<file path="src/rtl/dcpl_pkg.sv">
// Shared widths, constants and register indexes of the DC blocker and peak limiter.
`timescale 1ns / 1ps

package dcpl_pkg;

  localparam int SAMPLE_W  = 24;
  localparam int OUT_W     = 24;
  localparam int CFG_W     = 24;
  localparam int CFG_IDX_W = 3;
  localparam int COEF_W    = 24;
  localparam int THR_W     = 23;
  localparam int Y_W       = 28;
  localparam int ENV_W     = 28;
  localparam int GAIN_W    = 25;
  localparam int COEF_FRAC = 24;
  localparam int OUT_SHIFT = 22;

  localparam int MUL_A_W     = 29;
  localparam int MUL_B_W     = 25;
  localparam int MUL_P_W     = MUL_A_W + 1 + MUL_B_W;
  localparam int MUL_STEPS   = MUL_B_W;
  localparam int MUL_CNT_W   = $clog2(MUL_STEPS + 1);

  localparam int DIV_Q_W     = GAIN_W;
  localparam int DIV_D_W     = ENV_W + 2;
  localparam int DIV_N_W     = THR_W + COEF_FRAC + 1;
  localparam int DIV_STEPS   = DIV_Q_W;
  localparam int DIV_CNT_W   = $clog2(DIV_STEPS + 1);

  localparam logic [CFG_IDX_W-1:0] REG_DC_COEFFICIENT  = CFG_IDX_W'(0);
  localparam logic [CFG_IDX_W-1:0] REG_ENVELOPE_DECAY  = CFG_IDX_W'(1);
  localparam logic [CFG_IDX_W-1:0] REG_LIMIT_THRESHOLD = CFG_IDX_W'(2);
  localparam logic [CFG_IDX_W-1:0] REG_ATTACK_SLEW     = CFG_IDX_W'(3);
  localparam logic [CFG_IDX_W-1:0] REG_RELEASE_SLEW    = CFG_IDX_W'(4);

  localparam logic [COEF_W-1:0] DC_COEFFICIENT_RST  = COEF_W'(16733340);
  localparam logic [COEF_W-1:0] ENVELOPE_DECAY_RST  = COEF_W'(16770505);
  localparam logic [THR_W-1:0]  LIMIT_THRESHOLD_RST = THR_W'(3858760);
  localparam logic [COEF_W-1:0] ATTACK_SLEW_RST     = COEF_W'(587203);
  localparam logic [COEF_W-1:0] RELEASE_SLEW_RST    = COEF_W'(25166);

  localparam logic [GAIN_W-1:0]      GAIN_ONE = GAIN_W'(25'h1000000);
  localparam logic [ENV_W-1:0]       ENV_MAX  = ENV_W'(28'h8000000);
  localparam logic signed [Y_W-1:0]  Y_MAX    = 28'sh7FFFFFF;
  localparam logic signed [Y_W-1:0]  Y_MIN    = 28'sh8000000;
  localparam logic signed [OUT_W-1:0] OUT_MAX = 24'sd4194304;
  localparam logic signed [OUT_W-1:0] OUT_MIN = -24'sd4194304;

endpackage

</file>
<file path="src/rtl/dcpl_in_if.sv">
// Input sample channel: valid, ready and the input sample.
`timescale 1ns / 1ps

interface dcpl_in_if;
  import dcpl_pkg::*;

  logic                       valid;
  logic                       ready;
  logic signed [SAMPLE_W-1:0] sample_in;

  modport source (output valid, output sample_in, input ready);
  modport sink (input valid, input sample_in, output ready);
endinterface

</file>
<file path="src/rtl/dcpl_out_if.sv">
// Output sample channel: valid, ready and the limited sample.
`timescale 1ns / 1ps

interface dcpl_out_if;
  import dcpl_pkg::*;

  logic                    valid;
  logic                    ready;
  logic signed [OUT_W-1:0] sample_out;

  modport source (output valid, output sample_out, input ready);
  modport sink (input valid, input sample_out, output ready);
endinterface

</file>
<file path="src/rtl/dcpl_serial_mul.sv">
// Bit-serial signed-by-unsigned multiplier, one multiplier bit per cycle.
`timescale 1ns / 1ps

module dcpl_serial_mul (
  input  logic                               clk,
  input  logic                               rst,
  input  logic                               start,
  input  logic signed [dcpl_pkg::MUL_A_W-1:0] a,
  input  logic [dcpl_pkg::MUL_B_W-1:0]        b,
  output logic                               busy,
  output logic signed [dcpl_pkg::MUL_P_W-1:0] prod
);
  import dcpl_pkg::*;

  logic                      busy_q;
  logic [MUL_CNT_W-1:0]      cnt;
  logic signed [MUL_A_W-1:0] mcand;
  logic [MUL_B_W-1:0]        mplier;
  logic signed [MUL_A_W:0]   hi;
  logic [MUL_B_W-1:0]        lo;
  logic signed [MUL_A_W:0]   sum;

  always_comb begin
    sum = hi + (mplier[0] ? (MUL_A_W + 1)'(mcand) : '0);
  end

  always_ff @(posedge clk) begin
    if (rst) begin
      busy_q <= 1'b0;
      cnt    <= '0;
    end else if (start) begin
      busy_q <= 1'b1;
      cnt    <= MUL_CNT_W'(MUL_STEPS);
    end else if (busy_q) begin
      cnt <= cnt - MUL_CNT_W'(1);
      if (cnt == MUL_CNT_W'(1)) begin
        busy_q <= 1'b0;
      end
    end
  end

  always_ff @(posedge clk) begin
    if (start) begin
      mcand  <= a;
      mplier <= b;
      hi     <= '0;
      lo     <= '0;
    end else if (busy_q) begin
      hi     <= {sum[MUL_A_W], sum[MUL_A_W:1]};
      lo     <= {sum[0], lo[MUL_B_W-1:1]};
      mplier <= mplier >> 1;
    end
  end

  assign busy = busy_q;
  assign prod = {hi, lo};

endmodule

</file>
<file path="src/rtl/dcpl_serial_div.sv">
// Restoring divider, one quotient bit per cycle, MSB first.
`timescale 1ns / 1ps

module dcpl_serial_div (
  input  logic                        clk,
  input  logic                        rst,
  input  logic                        start,
  input  logic [dcpl_pkg::DIV_N_W-1:0] num,
  input  logic [dcpl_pkg::DIV_D_W-1:0] den,
  output logic                        busy,
  output logic [dcpl_pkg::DIV_Q_W-1:0] quo
);
  import dcpl_pkg::*;

  logic                 busy_q;
  logic [DIV_CNT_W-1:0] cnt;
  logic [DIV_D_W-1:0]   rem;
  logic [DIV_D_W-1:0]   den_q;
  logic [DIV_Q_W-1:0]   nsh;
  logic [DIV_Q_W-1:0]   q;
  logic [DIV_D_W:0]     trial;
  logic [DIV_D_W:0]     diff;
  logic                 ge;

  always_comb begin
    trial = {rem, nsh[DIV_Q_W-1]};
    diff  = trial - {1'b0, den_q};
    ge    = trial >= {1'b0, den_q};
  end

  always_ff @(posedge clk) begin
    if (rst) begin
      busy_q <= 1'b0;
      cnt    <= '0;
    end else if (start) begin
      busy_q <= 1'b1;
      cnt    <= DIV_CNT_W'(DIV_STEPS);
    end else if (busy_q) begin
      cnt <= cnt - DIV_CNT_W'(1);
      if (cnt == DIV_CNT_W'(1)) begin
        busy_q <= 1'b0;
      end
    end
  end

  always_ff @(posedge clk) begin
    if (start) begin
      rem   <= DIV_D_W'(num[DIV_N_W-1:DIV_Q_W]);
      nsh   <= num[DIV_Q_W-1:0];
      den_q <= den;
      q     <= '0;
    end else if (busy_q) begin
      rem <= ge ? diff[DIV_D_W-1:0] : trial[DIV_D_W-1:0];
      nsh <= nsh << 1;
      q   <= {q[DIV_Q_W-2:0], ge};
    end
  end

  assign busy = busy_q;
  assign quo  = q;

endmodule

</file>
<file path="src/rtl/dc_blocker_peak_limiter_unit.sv">
// Each sample runs in sequence: the DC-blocker feedback multiply and the envelope decay
// multiply side by side, a restoring divide for threshold/envelope (only when the envelope
// is above the threshold), the gain slew multiply and the output gain multiply. A new sample
// is taken only in idle, after the last result is loaded; an output stall holds it off.
// Reset (rst, synchronous): registers to defaults, filter state zero, gain 1.0, output empty.
`timescale 1ns / 1ps

module dc_blocker_peak_limiter_unit (
  input  logic                          clk,
  input  logic                          rst,
  dcpl_in_if.sink                       din,
  dcpl_out_if.source                    dout,
  input  logic                          cfg_write_enable,
  input  logic [dcpl_pkg::CFG_IDX_W-1:0] cfg_index,
  input  logic [dcpl_pkg::CFG_W-1:0]     cfg_data
);
  import dcpl_pkg::*;

  localparam int RND_W = MUL_P_W - COEF_FRAC;
  localparam int OUT_RND_W = MUL_P_W - OUT_SHIFT;

  typedef enum logic [8:0] {
    S_IDLE  = 9'b000000001,
    S_BLK   = 9'b000000010,
    S_TGT   = 9'b000000100,
    S_DIV   = 9'b000001000,
    S_SLEW  = 9'b000010000,
    S_MSLEW = 9'b000100000,
    S_OMUL  = 9'b001000000,
    S_MOUT  = 9'b010000000,
    S_FIN   = 9'b100000000
  } state_t;

  state_t state, state_next;

  logic [COEF_W-1:0] dc_coefficient;
  logic [COEF_W-1:0] envelope_decay;
  logic [THR_W-1:0]  limit_threshold;
  logic [COEF_W-1:0] attack_slew;
  logic [COEF_W-1:0] release_slew;

  logic signed [SAMPLE_W-1:0] dc_last_input;
  logic signed [Y_W-1:0]      dc_last_output;
  logic [ENV_W-1:0]           peak_envelope;
  logic [GAIN_W-1:0]          limiter_gain;
  logic [GAIN_W-1:0]          target_gain;
  logic signed [SAMPLE_W-1:0] sample_hold;
  logic signed [OUT_W-1:0]    result;
  logic                       out_valid;

  logic                       accept;
  logic                       load_out;

  logic                       mul0_start, mul0_busy;
  logic signed [MUL_A_W-1:0]  mul0_a;
  logic [MUL_B_W-1:0]         mul0_b;
  logic signed [MUL_P_W-1:0]  mul0_p;
  logic                       mul1_busy;
  logic signed [MUL_P_W-1:0]  mul1_p;

  logic                       div_start, div_busy;
  logic [DIV_N_W-1:0]         div_num;
  logic [DIV_D_W-1:0]         div_den;
  logic [DIV_Q_W-1:0]         div_quo;

  logic signed [RND_W-1:0]     fb_rnd;
  logic signed [31:0]          y_sum;
  logic signed [Y_W-1:0]       y_new;
  logic [ENV_W-1:0]            y_mag;
  logic signed [RND_W-1:0]     dec_rnd;
  logic [ENV_W-1:0]            decayed;
  logic [ENV_W-1:0]            env_new;
  logic                        over;
  logic [GAIN_W-1:0]           quo_cap;
  logic signed [GAIN_W:0]      gain_diff;
  logic                        falling;
  logic signed [RND_W-1:0]     delta;
  logic signed [31:0]          gain_sum;
  logic [GAIN_W-1:0]           gain_new;
  logic signed [OUT_RND_W-1:0] o_rnd;
  logic signed [OUT_W-1:0]     o_new;

  assign accept   = din.valid && din.ready;
  assign din.ready = (state == S_IDLE);
  assign load_out = (state == S_FIN) && (!out_valid || dout.ready);
  assign dout.valid = out_valid;
  assign dout.sample_out = result;

  dcpl_serial_mul u_mul0 (
    .clk   (clk),
    .rst   (rst),
    .start (mul0_start),
    .a     (mul0_a),
    .b     (mul0_b),
    .busy  (mul0_busy),
    .prod  (mul0_p)
  );

  dcpl_serial_mul u_mul1 (
    .clk   (clk),
    .rst   (rst),
    .start (accept),
    .a     (MUL_A_W'({1'b0, peak_envelope})),
    .b     (MUL_B_W'(envelope_decay)),
    .busy  (mul1_busy),
    .prod  (mul1_p)
  );

  dcpl_serial_div u_div (
    .clk   (clk),
    .rst   (rst),
    .start (div_start),
    .num   (div_num),
    .den   (div_den),
    .busy  (div_busy),
    .quo   (div_quo)
  );

  // datapath
  always_comb begin
    fb_rnd  = mul0_p[MUL_P_W-1:COEF_FRAC] + RND_W'(mul0_p[COEF_FRAC-1]);
    y_sum   = 32'(sample_hold) - 32'(dc_last_input) + 32'(fb_rnd);
    if (y_sum > 32'(Y_MAX)) begin
      y_new = Y_MAX;
    end else if (y_sum < 32'(Y_MIN)) begin
      y_new = Y_MIN;
    end else begin
      y_new = y_sum[Y_W-1:0];
    end
    y_mag   = y_new[Y_W-1] ? ENV_W'(-y_new) : ENV_W'(y_new);
    dec_rnd = mul1_p[MUL_P_W-1:COEF_FRAC] + RND_W'(mul1_p[COEF_FRAC-1]);
    decayed = dec_rnd[ENV_W-1:0];
    env_new = (y_mag > decayed) ? y_mag : decayed;

    div_den = {peak_envelope, 2'b00};
    over    = div_den > DIV_D_W'(limit_threshold);
    div_num = (DIV_N_W'(limit_threshold) << COEF_FRAC) + (DIV_N_W'(peak_envelope) << 1);
    quo_cap = (div_quo > GAIN_ONE) ? GAIN_ONE : div_quo;

    gain_diff = $signed({1'b0, target_gain}) - $signed({1'b0, limiter_gain});
    falling   = target_gain < limiter_gain;

    delta    = mul0_p[MUL_P_W-1:COEF_FRAC] + RND_W'(mul0_p[COEF_FRAC-1]);
    gain_sum = 32'($signed({1'b0, limiter_gain})) + 32'(delta);
    if (gain_sum < 32'sd0) begin
      gain_new = '0;
    end else if (gain_sum > 32'($signed({1'b0, GAIN_ONE}))) begin
      gain_new = GAIN_ONE;
    end else begin
      gain_new = gain_sum[GAIN_W-1:0];
    end

    o_rnd = mul0_p[MUL_P_W-1:OUT_SHIFT] + OUT_RND_W'(mul0_p[OUT_SHIFT-1]);
    if (o_rnd > OUT_RND_W'(OUT_MAX)) begin
      o_new = OUT_MAX;
    end else if (o_rnd < OUT_RND_W'(OUT_MIN)) begin
      o_new = OUT_MIN;
    end else begin
      o_new = o_rnd[OUT_W-1:0];
    end
  end

  // sequencer
  always_comb begin
    state_next = state;
    mul0_start = 1'b0;
    mul0_a     = '0;
    mul0_b     = '0;
    div_start  = 1'b0;
    unique case (state)
      S_IDLE: begin
        mul0_a = MUL_A_W'(dc_last_output);
        mul0_b = MUL_B_W'(dc_coefficient);
        if (accept) begin
          mul0_start = 1'b1;
          state_next = S_BLK;
        end
      end
      S_BLK: begin
        if (!mul0_busy && !mul1_busy) begin
          state_next = S_TGT;
        end
      end
      S_TGT: begin
        if (over) begin
          div_start  = 1'b1;
          state_next = S_DIV;
        end else begin
          state_next = S_SLEW;
        end
      end
      S_DIV: begin
        if (!div_busy) begin
          state_next = S_SLEW;
        end
      end
      S_SLEW: begin
        mul0_start = 1'b1;
        mul0_a     = MUL_A_W'(gain_diff);
        mul0_b     = MUL_B_W'(falling ? attack_slew : release_slew);
        state_next = S_MSLEW;
      end
      S_MSLEW: begin
        if (!mul0_busy) begin
          state_next = S_OMUL;
        end
      end
      S_OMUL: begin
        mul0_start = 1'b1;
        mul0_a     = MUL_A_W'(dc_last_output);
        mul0_b     = MUL_B_W'(limiter_gain);
        state_next = S_MOUT;
      end
      S_MOUT: begin
        if (!mul0_busy) begin
          state_next = S_FIN;
        end
      end
      S_FIN: begin
        if (load_out) begin
          state_next = S_IDLE;
        end
      end
      default: begin
        state_next = S_IDLE;
      end
    endcase
  end

  always_ff @(posedge clk) begin
    if (rst) begin
      state           <= S_IDLE;
      out_valid       <= 1'b0;
      dc_coefficient  <= DC_COEFFICIENT_RST;
      envelope_decay  <= ENVELOPE_DECAY_RST;
      limit_threshold <= LIMIT_THRESHOLD_RST;
      attack_slew     <= ATTACK_SLEW_RST;
      release_slew    <= RELEASE_SLEW_RST;
      dc_last_input   <= '0;
      dc_last_output  <= '0;
      peak_envelope   <= '0;
      limiter_gain    <= GAIN_ONE;
    end else begin
      state <= state_next;
      if (load_out) begin
        out_valid <= 1'b1;
      end else if (dout.ready) begin
        out_valid <= 1'b0;
      end
      if (cfg_write_enable) begin
        unique case (cfg_index)
          REG_DC_COEFFICIENT:  dc_coefficient  <= cfg_data[COEF_W-1:0];
          REG_ENVELOPE_DECAY:  envelope_decay  <= cfg_data[COEF_W-1:0];
          REG_LIMIT_THRESHOLD: limit_threshold <= cfg_data[THR_W-1:0];
          REG_ATTACK_SLEW:     attack_slew     <= cfg_data[COEF_W-1:0];
          REG_RELEASE_SLEW:    release_slew    <= cfg_data[COEF_W-1:0];
          default: begin
          end
        endcase
      end
      if (state == S_BLK && !mul0_busy && !mul1_busy) begin
        dc_last_input  <= sample_hold;
        dc_last_output <= y_new;
        peak_envelope  <= env_new;
      end
      if (state == S_MSLEW && !mul0_busy) begin
        limiter_gain <= gain_new;
      end
    end
  end

  always_ff @(posedge clk) begin
    if (accept) begin
      sample_hold <= din.sample_in;
    end
    if (state == S_TGT && !over) begin
      target_gain <= GAIN_ONE;
    end else if (state == S_DIV && !div_busy) begin
      target_gain <= quo_cap;
    end
    if (load_out) begin
      result <= o_new;
    end
  end

  a_gain_bound: assert property (@(posedge clk) disable iff (rst)
    limiter_gain <= GAIN_ONE)
    else $error("limiter gain above unity");

  a_env_bound: assert property (@(posedge clk) disable iff (rst)
    peak_envelope <= ENV_MAX)
    else $error("peak envelope out of range");

  a_units_free: assert property (@(posedge clk) disable iff (rst)
    din.ready |-> !mul0_busy && !mul1_busy && !div_busy)
    else $error("input ready while an arithmetic unit is busy");

  a_start_mul: assert property (@(posedge clk) disable iff (rst)
    accept |=> mul0_busy && mul1_busy)
    else $error("multipliers not started on input transfer");

endmodule
</file>
<file path="src/flat_wrapper.sv">
// flat-port wrapper written by rule: the top's interface ports become plain ports
module dc_blocker_peak_limiter_unit_flat import dcpl_pkg::*;
  (clk, rst, cfg_write_enable, cfg_index, cfg_data, din_valid, din_sample_in, din_ready, dout_valid, dout_sample_out, dout_ready);
  dcpl_in_if din_i ();
  dcpl_out_if dout_i ();
  input  logic clk;
  input  logic rst;
  input  logic cfg_write_enable;
  input  logic [dcpl_pkg::CFG_IDX_W-1:0] cfg_index;
  input  logic [dcpl_pkg::CFG_W-1:0] cfg_data;
  input wire logic [$bits(din_i.valid)-1:0] din_valid;
  input wire logic [$bits(din_i.sample_in)-1:0] din_sample_in;
  output wire logic [$bits(din_i.ready)-1:0] din_ready;
  output wire logic [$bits(dout_i.valid)-1:0] dout_valid;
  output wire logic [$bits(dout_i.sample_out)-1:0] dout_sample_out;
  input wire logic [$bits(dout_i.ready)-1:0] dout_ready;
  assign din_i.valid = din_valid;
  assign din_i.sample_in = din_sample_in;
  assign din_ready = din_i.ready;
  assign dout_valid = dout_i.valid;
  assign dout_sample_out = dout_i.sample_out;
  assign dout_i.ready = dout_ready;
  dc_blocker_peak_limiter_unit u_core (.clk(clk), .rst(rst), .din(din_i), .dout(dout_i), .cfg_write_enable(cfg_write_enable), .cfg_index(cfg_index), .cfg_data(cfg_data));
endmodule
</file>
<file path="config.mk">
export PLATFORM = sky130hd
export DESIGN_NAME = dc_blocker_peak_limiter_unit_flat
export DESIGN_NICKNAME = d
export VERILOG_FILES = /design/src/rtl/dcpl_pkg.sv /design/src/rtl/dcpl_in_if.sv /design/src/rtl/dcpl_out_if.sv /design/src/rtl/dcpl_serial_mul.sv /design/src/rtl/dcpl_serial_div.sv /design/src/rtl/dc_blocker_peak_limiter_unit.sv /design/src/flat_wrapper.sv
export SDC_FILE = /design/constraint.sdc
export NUM_CORES = 2
export LEC_CHECK = 0
export BUFFER_PORTS_ARGS = -buffer_cell sky130_fd_sc_hd__buf_2
export CORE_UTILIZATION = 45
export CTS_CLUSTER_DIAMETER = 200
export DETAILED_ROUTE_END_ITERATION = 8
export PLACE_DENSITY = 0.59
export SETUP_SLACK_MARGIN = 0.5
export SYNTH_ARGS = -nofsm -noshare
export SYNTH_HDL_FRONTEND = slang
export SYNTH_HIERARCHICAL = 1
export SYNTH_SLANG_ARGS = --single-unit
export TNS_END_PERCENT = 50
</file>
<file path="constraint.sdc">
create_clock -name clk -period 12.39 [get_ports clk]
set_clock_uncertainty 0.15 [all_clocks]
set_input_delay 3.717 -clock clk [delete_from_list [all_inputs] [get_ports clk]]
set_output_delay 3.717 -clock clk [all_outputs]
set_load 0.01 [all_outputs]
</file>
# After elaboration in Yosys (flattened, before gate mapping)
# Index checks and enable logic that the tools add are counted.
# op_classes
addsub	15
mul	0
n_div	0
order_cmp	11
eq_ne	22
shift	0
muxes	51
bitwise_logic	0
n_reduce_logical	31
# op_table
op	n
$mux 25	7
$mux 28	5
$mux 24	4
$pmux 9 s9	1
$pmux 25 s3	1
$mux 30	2
$pmux 29 s2	1
$mux 9	6
$add 47x29->48	1
$mux 23	2
$mux 5	7
$add 32x2->33	1
$gt 33x24->1 const B	1
$lt 33x23->1 const B	1
$add 25x31->32	1
$add 26x31->32	1
$gt 32x26->1 const B	1
$gt 32x28->1 const B	1
$lt 32x1->1 const B	1
$lt 32x28->1 const B	1
$add 30x2->31	1
$ge 31x30->1	1
$add 29x29->30	1
$add 30x30->30	1
35 further kinds	80
# totals
reg_bits	647
latchBits	0
ramBits	0
mem_bits_ro	0
inputBits	56
output_inout_bits	26
word_cells	167
mem_count	0

# Depth between registers and ports, before layout
# depth
word_depth	9
ltp_mapped	47
ltp_nobuf	41

# Hierarchy
# Netlist, hierarchy kept.
# modules_own_cells
module	n_inst	cells_each	area_per_inst_um2	seq_area_each_um2
dc_blocker_peak_limiter_unit	1	2840	22076.2	6626.4
dcpl_serial_div	1	572	6439.9	3103.0
dcpl_serial_mul (u_core.u_mul0)	1	573	5948.2	2822.7
dcpl_serial_mul (u_core.u_mul1)	1	546	5865.6	2822.7

# Worst setup path before layout
# Ideal clock, no wire load.
# synth_timing
path_type	flip-flop to flip-flop
from	reg u_core.u_mul0.lo[24]
to	reg u_core.peak_envelope[6]
setup_ns	0.116
arrival_time_ns	8.741
slack_ns	3.383
path_stages_with_launch	45
period_less_slack_ns	9.007
path_cell_list	dfxtp_1 ha_1 ha_1 and2_1 nand2_1 or3_1 nor2_1 xnor2_1 fa_1 inv_1 ha_1 clkbuf_1 a21oi_1 o21a_1 o21ai_0 a2111oi_0 a211oi_4 and3b_1 [9 not listed] nor3_1 o21ai_0 a211oi_1 a311oi_1 ha_1 a21o_1 a21o_1 a21o_1 a21o_1 a21oi_1 o21ai_0 a21oi_1 a22o_1 clkbuf_1 clkbuf_1 nand2_1 o211a_1 a31o_2
# synth_via
elab_chain_cells	9
elab_cells_between_ends	10
# synth_rtl
item	line_no	rtl
start: declaration	dcpl_serial_mul.sv:20	logic [MUL_B_W-1:0] lo;
start signal: assignment	dcpl_serial_mul.sv:50	lo <= {sum[0], lo[MUL_B_W-1:1]};
$add 30x2->31 *	dc_blocker_peak_limiter_unit.sv:121	fb_rnd = mul0_p[MUL_P_W-1:COEF_FRAC] + RND_W'(mul0_p[COEF_FRAC-1]);
$add 25x31->32 *	dc_blocker_peak_limiter_unit.sv:122	y_sum = 32'(sample_hold) - 32'(dc_last_input) + 32'(fb_rnd);
$lt 32x28->1	dc_blocker_peak_limiter_unit.sv:125	end else if (y_sum < 32'(Y_MIN)) begin
$mux 28	dc_blocker_peak_limiter_unit.sv:125	
$mux 28 *	dc_blocker_peak_limiter_unit.sv:123	if (y_sum > 32'(Y_MAX)) begin
$neg 28->28	dc_blocker_peak_limiter_unit.sv:130	y_mag = y_new[Y_W-1] ? ENV_W'(-y_new) : ENV_W'(y_new);
$mux 28 *	dc_blocker_peak_limiter_unit.sv:130	
$gt 28x28->1	dc_blocker_peak_limiter_unit.sv:133	env_new = (y_mag > decayed) ? y_mag : decayed;
$mux 28 *	dc_blocker_peak_limiter_unit.sv:133	
end signal: assignment	dc_blocker_peak_limiter_unit.sv:264	peak_envelope <= env_new;
end: declaration	dc_blocker_peak_limiter_unit.sv:44	logic [ENV_W-1:0] peak_envelope;
# Every way passes the cells marked *; elsewhere a longest branch is shown, timed or not.
# A chain may end at the register's enable or synchronous reset.

# Final worst setup path
# layout_timing
from	reg u_core.u_mul0.lo[24]
to	reg u_core.peak_envelope[11]
# Same word-level chain as after synthesis.

==> results by group <==
Critical path
  • Setup CP Type: flip-flop to flip-flop
  • Worst setup path start: u_core/u_mul0/lo[24]
  • R2R setup slack: 1740 ps
  • Crit path arrival time: roughly 11000 ps
  • CP dominant cell by count: a21oi_1
  • Critical path's slowest cell: a22o_1
  • CP Max Fanout: 29
  • Delay-heaviest family, CP: compound AO/OA/AOI/OAI gates
  • Crit path required time: 12720 ps
  • R2r worst-path depth: 40
  • Nature of the critical path startpoint: flip-flop
  • CP Capture Type: flip-flop
  • FF-to-FF Start: u_core/u_mul0/lo[24]
  • Worst path buffer plus inverter count: 3
  • CP max stage delay: 670 ps
  • Crit Reg-Reg Endpoint: u_core/peak_envelope[11]

Finish
  • Share of layout cells above drive strength 1: 10.36%
  • Fillers: a little over 8k
  • Area grow syn2layout: 9.648%
  • Final core occ: 49.91%
  • Nets: 4702

Global routing
  • Gr usage total: 26.74%
  • Initial antenna violation count: 9
  • First-pass GRT wire length: between 150 and 200 mm
  • Grt total ovfl: 0
  • Pin count of the biggest net entering global routing: a little over 80
  • Number of global-route vias before repair: 30.13k

Route
  • DRC errors left: 0
  • Total vias in the final route: 32.24k
  • Vias per inst: 5.780
  • Routed wire per std cell: about 21 um
  • WL final: 117.4 mm
  • Initial drt markers: between 2k and 3k
  • Post-route ant nets: 0
  • Drt first pass iters: 6

Place
  • Input/output buffers: 81
  • Post-DP HPWL: between 80 and 90 mm
  • Placer Congestion: 0.9496

Status
  • Outcome: completed

Worst hold path
  • Worst hold path cell count: 2
  • WHS Endpoint: u_core/attack_slew[21]
  • Hold path start: u_core/attack_slew[21]
  • Hold WC Path Type: flip-flop to flip-flop

Die
  • Ports: 82
  • Width of the die: 295.7 um
  • Core Footprint: 0.08528 mm^2
  • Die H: between 200 and 300 um
  • Row cnt: 107
  • Starting density of the core: 45.52%
  • Die ar.: 0.08744 mm^2

Flow run
  • MaxCap Viol Count: 0

Pwr
  • P_leak: 0.01709 uW
  • PD cells: 208.3 mW/mm^2
  • Peak VDD IR: 0.2473 mV

Timing
  • Slew HR: 17.43%
  • Final Hold Vio Count: 0
  • RSZ-0062 raised after global routing: false
  • Fmax: 93.90 MHz
  • Tcrit/Tclk final: 85.95%
  • Final setup vio count: 0
  • Setup TNS: 0 ps
  • Final Critical Period: 10650 ps
  • Max Slew Vio Count: 0
  • Pin slew with the least headroom to its limit: 1230 ps

CTS
  • CTS sink count: 607
  • Setup Fix Bufs, Post-CTS: 0
  • CTS tree: yes
  • Post-cts resize count: 0
  • CTS Buf Count: 73
  • Insertion delay to the later sink of the worst-skew pair: between 600 and 700 ps
  • Clock root buffer: clkbuf_16
  • H-tree depth: 3
  • Clock buffer depth: 3
  • Clock-pin slew on the worst setup and hold paths: 60 ps
  • Hold-fix buffers at CTS: 0

Logic synthesis
  • Mapped Cells: 4393
  • Avg Inst Size Synth: 8.836 um^2
  • Yosys warns: 6
  • Mapped cell area: 0.03882 mm^2
==> area by class of cell <==
class,count,area (um^2),share of cell area [%]
Multi-Input combinational cell,3315,22420,52.69
Sequential cell,607,14500,34.06
Clock buffer,102,2195,5.156
Tap cell,1144,1431,3.363
Inverter,252,950.9,2.234
Timing Repair Buffer,123,735.7,1.729
Clock inverter,32,322.8,0.7585
Antenna cell,2,5.005,0.01176
==> worst register-to-register path, delay by kind of cell (launching register included) <==
family / cells / cell delay [ps]
AOI/OAI and AO/OA: 21 / 4800
xor gates and xnor gates: 2 / 370
adders and majority gates: 6 / 1970
buffers and inverters: 3 / 800
DFF: 1 / 440
and+or+nand+nor: 8 / 1980
==> routing by layer <==
layer / wire length, um / vias to the layer above / global-route usage [%]
met5: 0 / - / 0
met4: 3347 / 0 / 8.214
met3: 6786 / 177 / 3.043
met2: 52090 / 1008 / 42.06
met1: 55150 / 15400 / 38.27
li1: - / 15650 / -
==> worst max-delay path by stage <==
stage	to	slack [ps]	cells after the start
2_1_floorplan	u_core/peak_envelope[6]	3380	44
3_3_place_gp	u_core/peak_envelope[27]	2030	40
3_5_place_dp	u_core/peak_envelope[11]	1930	40
4_1_cts	u_core/peak_envelope[11]	1870	40
5_1_grt	u_core/peak_envelope[11]	760	40
6_report	u_core/peak_envelope[11]	1740	40
==> registers in the layout, indices dropped and copies added, names as in the netlist, 28 cells and up <==
name and cells:
u_core/u_div/rem 30, u_core/peak_envelope 28, u_core/u_mul1/mcand 29, u_core/u_mul1/hi 29, u_core/u_mul0/mcand 29, u_core/u_mul0/hi 29, u_core/dc_last_output 28, u_core/u_div/den_q 30
==> through the flow <==
stage          total power [uW]  hold WS (ps)  setup WS, ps  std cells  cell area (um^2)
2_1_floorplan              5530         281.9          3383       4397             38830
3_5_place_dp               6610         297.2          1925       5441             40040
3_3_place_gp               6604         289.9          2029       5441             40040
4_1_cts                    8872         305.1          1867       5575             42560
5_1_grt                    9460         319.8         762.5       5575             42560
6_report                   8865         302.1          1741       5577             42560
==> power by group <==
part | switching, uW | leakage [uW] | internal [uW]
Clock | 903 | 0.00124 | 1330
Combinational | 2690 | 0.0107 | 1470
Sequential | 202 | 0.00520 | 2270
==> placed cells by master (no fill, tap or decap), types with 55 or more instances in the layout <==
master,count
edfxtp_1,234
xnor2_1,136
xor2_1,105
nand4_1,64
clkbuf_16,80
nand3_1,147
nand2_1,593
dfxtp_1,371
mux2i_1,85
o21ai_0,198
buf_2,80
and2_1,81
a21oi_1,313
inv_1,249
nor2_1,310
mux2_2,106
ha_1,237
nor3_1,76
a21o_1,91
a22oi_1,55
Note: power is estimated with default switching activity, not from simulation.
